$ cat config.mk
export PLATFORM = sky130hd
export DESIGN_NAME = lba_cfg
export DESIGN_NICKNAME = d
export VERILOG_FILES = /design/src/rtl/lba_pkg.sv /design/src/rtl/lba_cfg.sv
export SDC_FILE = /design/constraint.sdc
export NUM_CORES = 1
export LEC_CHECK = 0
export BUFFER_PORTS_ARGS = -buffer_cell sky130_fd_sc_hd__buf_4
export CELL_PAD_IN_SITES_DETAIL_PLACEMENT = 1
export CELL_PAD_IN_SITES_GLOBAL_PLACEMENT = 2
export CORE_MARGIN = 4
export CORE_UTILIZATION = 17
export DETAILED_ROUTE_END_ITERATION = 16
export GPL_TIMING_DRIVEN = 0
export PLACE_DENSITY = 0.85
export SYNTH_ARGS = -nofsm -noshare
export SYNTH_HDL_FRONTEND = slang
export SYNTH_SLANG_ARGS = --single-unit
$ cat constraint.sdc
create_clock -name clk -period 1.25 [get_ports clk]
set_input_delay 0.1875 -clock clk [delete_from_list [all_inputs] [get_ports clk]]
set_output_delay 0.1875 -clock clk [all_outputs]
set_load 0.05 [all_outputs]
$ cat src/rtl/lba_pkg.sv
// ----------------------------------------------------------------------------
// lba_pkg
// Shared widths, codes and helpers for the binary-lifting ancestor block.
// ----------------------------------------------------------------------------
package lba_pkg;

	// node entries are 11-bit two's complement, all ones marks no node
	localparam int ENTRY_W = 11;
	localparam int COUNT_W = 11;
	localparam int DEPTH_W = 10;
	localparam int PADDR_W = 3;

	localparam logic [ENTRY_W-1:0] NONE_ENTRY = '1;

	localparam logic [1:0] KIND_LOAD = 2'd0;
	localparam logic [1:0] KIND_KTH  = 2'd1;
	localparam logic [1:0] KIND_LCA  = 2'd2;
	localparam logic [1:0] KIND_NOP  = 2'd3;

	// word index of each register
	localparam logic [0:0] REG_NODE_COUNT = 1'b0;

	typedef logic [ENTRY_W-1:0] entry_t;

	typedef struct packed {
		logic               wr;
		logic [COUNT_W-1:0] count;
	} cfg_t;

	// a stored parent link only counts if it names another node in use
	function automatic entry_t sanitize(input entry_t raw, input entry_t self,
		input logic [COUNT_W-1:0] cnt);
		if (raw[ENTRY_W-1] || raw >= cnt || raw == self) begin
			return NONE_ENTRY;
		end
		return raw;
	endfunction

endpackage

$ cat src/rtl/lba_cfg.sv
// ----------------------------------------------------------------------------
// lba_cfg
// APB register file holding node_count, flags each write to the engine.
// ----------------------------------------------------------------------------
module lba_cfg (
	input  logic                         clk,
	input  logic                         arst_n,
	input  logic                         psel,
	input  logic                         penable,
	input  logic                         pwrite,
	input  logic [lba_pkg::PADDR_W-1:0]  paddr,
	input  logic [31:0]                  pwdata,
	output logic [31:0]                  prdata,
	output logic                         pready,
	output lba_pkg::cfg_t                cfg
);
	import lba_pkg::*;

	logic [COUNT_W-1:0] count_q;
	logic               hit;

	assign hit    = paddr[PADDR_W-1:2] == REG_NODE_COUNT;
	assign pready = 1'b1;

	always_ff @(posedge clk or negedge arst_n) begin
		if (!arst_n) begin
			count_q <= COUNT_W'(1);
		end else if (cfg.wr) begin
			count_q <= pwdata[COUNT_W-1:0];
		end
	end

	assign cfg.wr    = psel && penable && pwrite && pready && hit;
	assign cfg.count = count_q;
	assign prdata    = hit ? 32'(count_q) : '0;

endmodule

==> metrics.md <==
| Metric | Value |
|---|---|
| DR vias | `595` |
| Worst EP arrival | `1.07 ns` |
| DRT antenna net count | `0` |
| Prevailing post-synth register cell | `dfrtp_1` |
| Clock Tree Buf Depth | `2` |
| Slew Limit Fails | `0` |
| Total I/O pin count | `85` |
| Number of diodes | `0` |
| CP Cell Sequence | `nor2b_4 > buf_6` |
| Largest family of logic cells by synthesized area | `buffers and inverters` |
| Post-DP HPWL | `1.78 mm` |
| Clock Latency Late Sink | `0.24 ns` |
| Max reg flops | `11` |
| Mux cell area share after synthesis | `21.9%` |
| Xor and xnor area share after synthesis | `0%` |
| PwrDens | `1590 nW/um^2` |
| DIE AREA | `5340 um^2` |
| Setup-failing EPs final | `1` |
| Sequential area share after synthesis | `38.4%` |
| Leading area contributor after synthesis | `dfrtp_1` |
| Cell count after synthesis | `61` |
| Synth area leaders | `dfrtp_1 35%, buf_4 23%, mux2_4 19%` |
| WL final | `2.15 mm` |
| CTS sink cnt | `11` |
| Slowest stage cell, crit path | `dfstp_2` |
| Regs by FF count | `count_q: 11 flops` |
| GRT Util Overall | `8.39%` |
| CTS root buf | `clkbuf_8` |
| Worst Setup Path Type | `reg2out` |
| Failing checks | `negative setup slack` |
| Synthesized area | `719 um^2` |
| Post-synth EDFFs | `0` |
| Worst slack at placement | `-0.0547 ns` |
| Reg clk slew, reported paths | `0.05 ns` |
| Synth Area in Compound Gates | `0%` |
| Final Skew | `0 ns` |
| Library cells used by synthesis | `12` |
| Syn_area_per_cell | `11.8 um^2` |
| Crit path max-delay family | `flip-flops` |
| Number of global-route vias before repair | `705` |
| CTS H-tree lvls | `1` |
| Final Core Density | `31.8%` |
| RSZ-0062 raised after global routing | `yes` |
| Die height | `73.1 um` |
| Row cnt | `23` |
| Top cell type's share of synthesized area | `34.8%` |
| CTS tree | `done` |
| Core area | `4060 um^2` |
| Layout Nets | `166` |
| Drc violations | `0` |
| Overall power | `2.04 mW` |
| Total grt overflow | `0` |
| Pre-Repair DR Iteration Count | `2` |
| GPL Wtd Cong | `0.636` |
| Most common cell in the netlist | `buf_4` |
| Largest register by flop count | `count_q` |
| Setup ws final | `-0.0112 ns` |
| Critical Path Max Stage Delay | `0.54 ns` |
| Synth async-reset ratio | `100%` |
| Static leakage | `0.742 nW` |
| Final hold viol count | `0` |
| Synth Area in Adders | `0%` |
| Outcome | `finished, violations left` |
| Crit-path max FO | `3` |
| Largest net degree at the start of global routing | `12` |
| Hold Crit Class | `in2reg` |
| Initial antenna violation count | `0` |
| Startpoint Class | `register` |
| Area Overhead vs Synth | `79.1%` |
| Post-Synth Simple-Gate Area | `13.0%` |
| Vias per cell | `3.40` |
| Per-cell routed wire length | `12.3 um` |
| Setup crit end kind | `primary output` |
| Tmin final | `1.26 ns` |
| Quantity of I/O buffers inserted on ports | `39` |
| #FFs+latches synth | `11` |
| CP Buf/Inv Count | `1` |
| Share of layout cells above drive strength 1 | `72.0%` |
| Yosys warnings | `0` |
| Commonest cells in the netlist | `22 x buf_4, 10 x dfrtp_1, 10 x nor2b_1` |
| CTS Buf Count | `3` |
| Worst-case vdd ir drop | `0.653 mV` |
| Fmax | `793 MHz` |
| Number of DRC markers in iteration 0 | `8` |
| CP Data Required Time | `1.06 ns` |
| MaxCap Viol Count | `0` |
| Die width | `73.1 um` |
| First-pass GRT wire length | `3.38 mm` |
| Starting Density | `17.7%` |
| Final Cycle Share | `101%` |
final timing paths:
kind                                         from                      end  slack (ns)  depth (start not counted)
setup / recovery           count_q[0]$_DFFE_PN1P_                prdata[0]       -0.01                          2
hold / removal                          pwdata[0]   count_q[0]$_DFFE_PN1P_        0.18                          2
setup reg to reg           count_q[1]$_DFFE_PN0P_   count_q[1]$_DFFE_PN0P_        0.46                          1
hold reg to reg            count_q[2]$_DFFE_PN0P_   count_q[2]$_DFFE_PN0P_        0.55                          1
max in group asynchronous                  arst_n   count_q[0]$_DFFE_PN1P_        0.69                          2
min in group asynchronous                  arst_n  count_q[10]$_DFFE_PN0P_        0.33                          2
stage by stage:
stage | instance area, um^2 | hold WS [ns] | instances | setup TNS (ns)
finish | 1290 | 0.181 | 175 | -0.0112
global route | 1290 | 0.171 | 175 | -0.0610
CTS | 1290 | 0.179 | 175 | -0.0303
detailed placement | 1230 | 0.0417 | 170 | -0.408
global placement | 1230 | 0.0359 | 170 | -0.160
floorplan | 872 | -0.108 | 81 | 0
kinds of logic (layout without fill, tap and decap cells):
family / Yosys count / in the layout
multiplexers: 11 / 11
other: 2 / 22
AND/OR/NAND/NOR: 12 / 12
flip-flops: 11 / 11
buffers and inverters: 25 / 69
final cells by class:
cell class / instances / area, um^2
well taps: 50 / 62.6
flip-flops and latches: 11 / 277
fillers: 470 / 2770
clock buffers: 4 / 45.0
repair buffers: 40 / 307
plain buffers: 24 / 184
inverters: 1 / 3.75
multi-input cells: 45 / 410
power breakdown:
part / internal, mW / total [mW] / switching (mW)
clock: 0.224 / 0.364 / 0.140
sequential: 0.441 / 0.507 / 0.0653
combinational: 0.428 / 1.17 / 0.745
metal layers:
layer | vias to the layer above | part of all wire [%] | global-route usage (%)
met4 | 0 | 1.4 | 3.28
met5 | - | 0 | 0
met3 | 4 | 8.6 | 2.89
met2 | 34 | 57 | 14.8
met1 | 281 | 33 | 9.10
li1 | 276 | - | -
placed cells by master, fill, tap and decap left out:
cell / n
buf_4: 60
conb_1: 22
nor2b_4: 10
dfrtp_1: 10
mux2_4: 9
clkbuf_8: 3
buf_6: 2
mux2_2: 2
clkbuf_4: 1
nand4b_4: 1
inv_1: 1
and2b_2: 1
clkbuf_1: 1
dfstp_2: 1
dlygate4sd3_1: 1
what timing repair did:
item | 4_1_cts | 5_1_grt
hold buffers | 1 | 0
buffers inserted | 0 | 0
endpoints found under the setup margin | 10 | 1
resized for setup | 2 | 0
hold endpoints to repair | 10 | 0
Note: power is estimated with default switching activity, not from simulation.
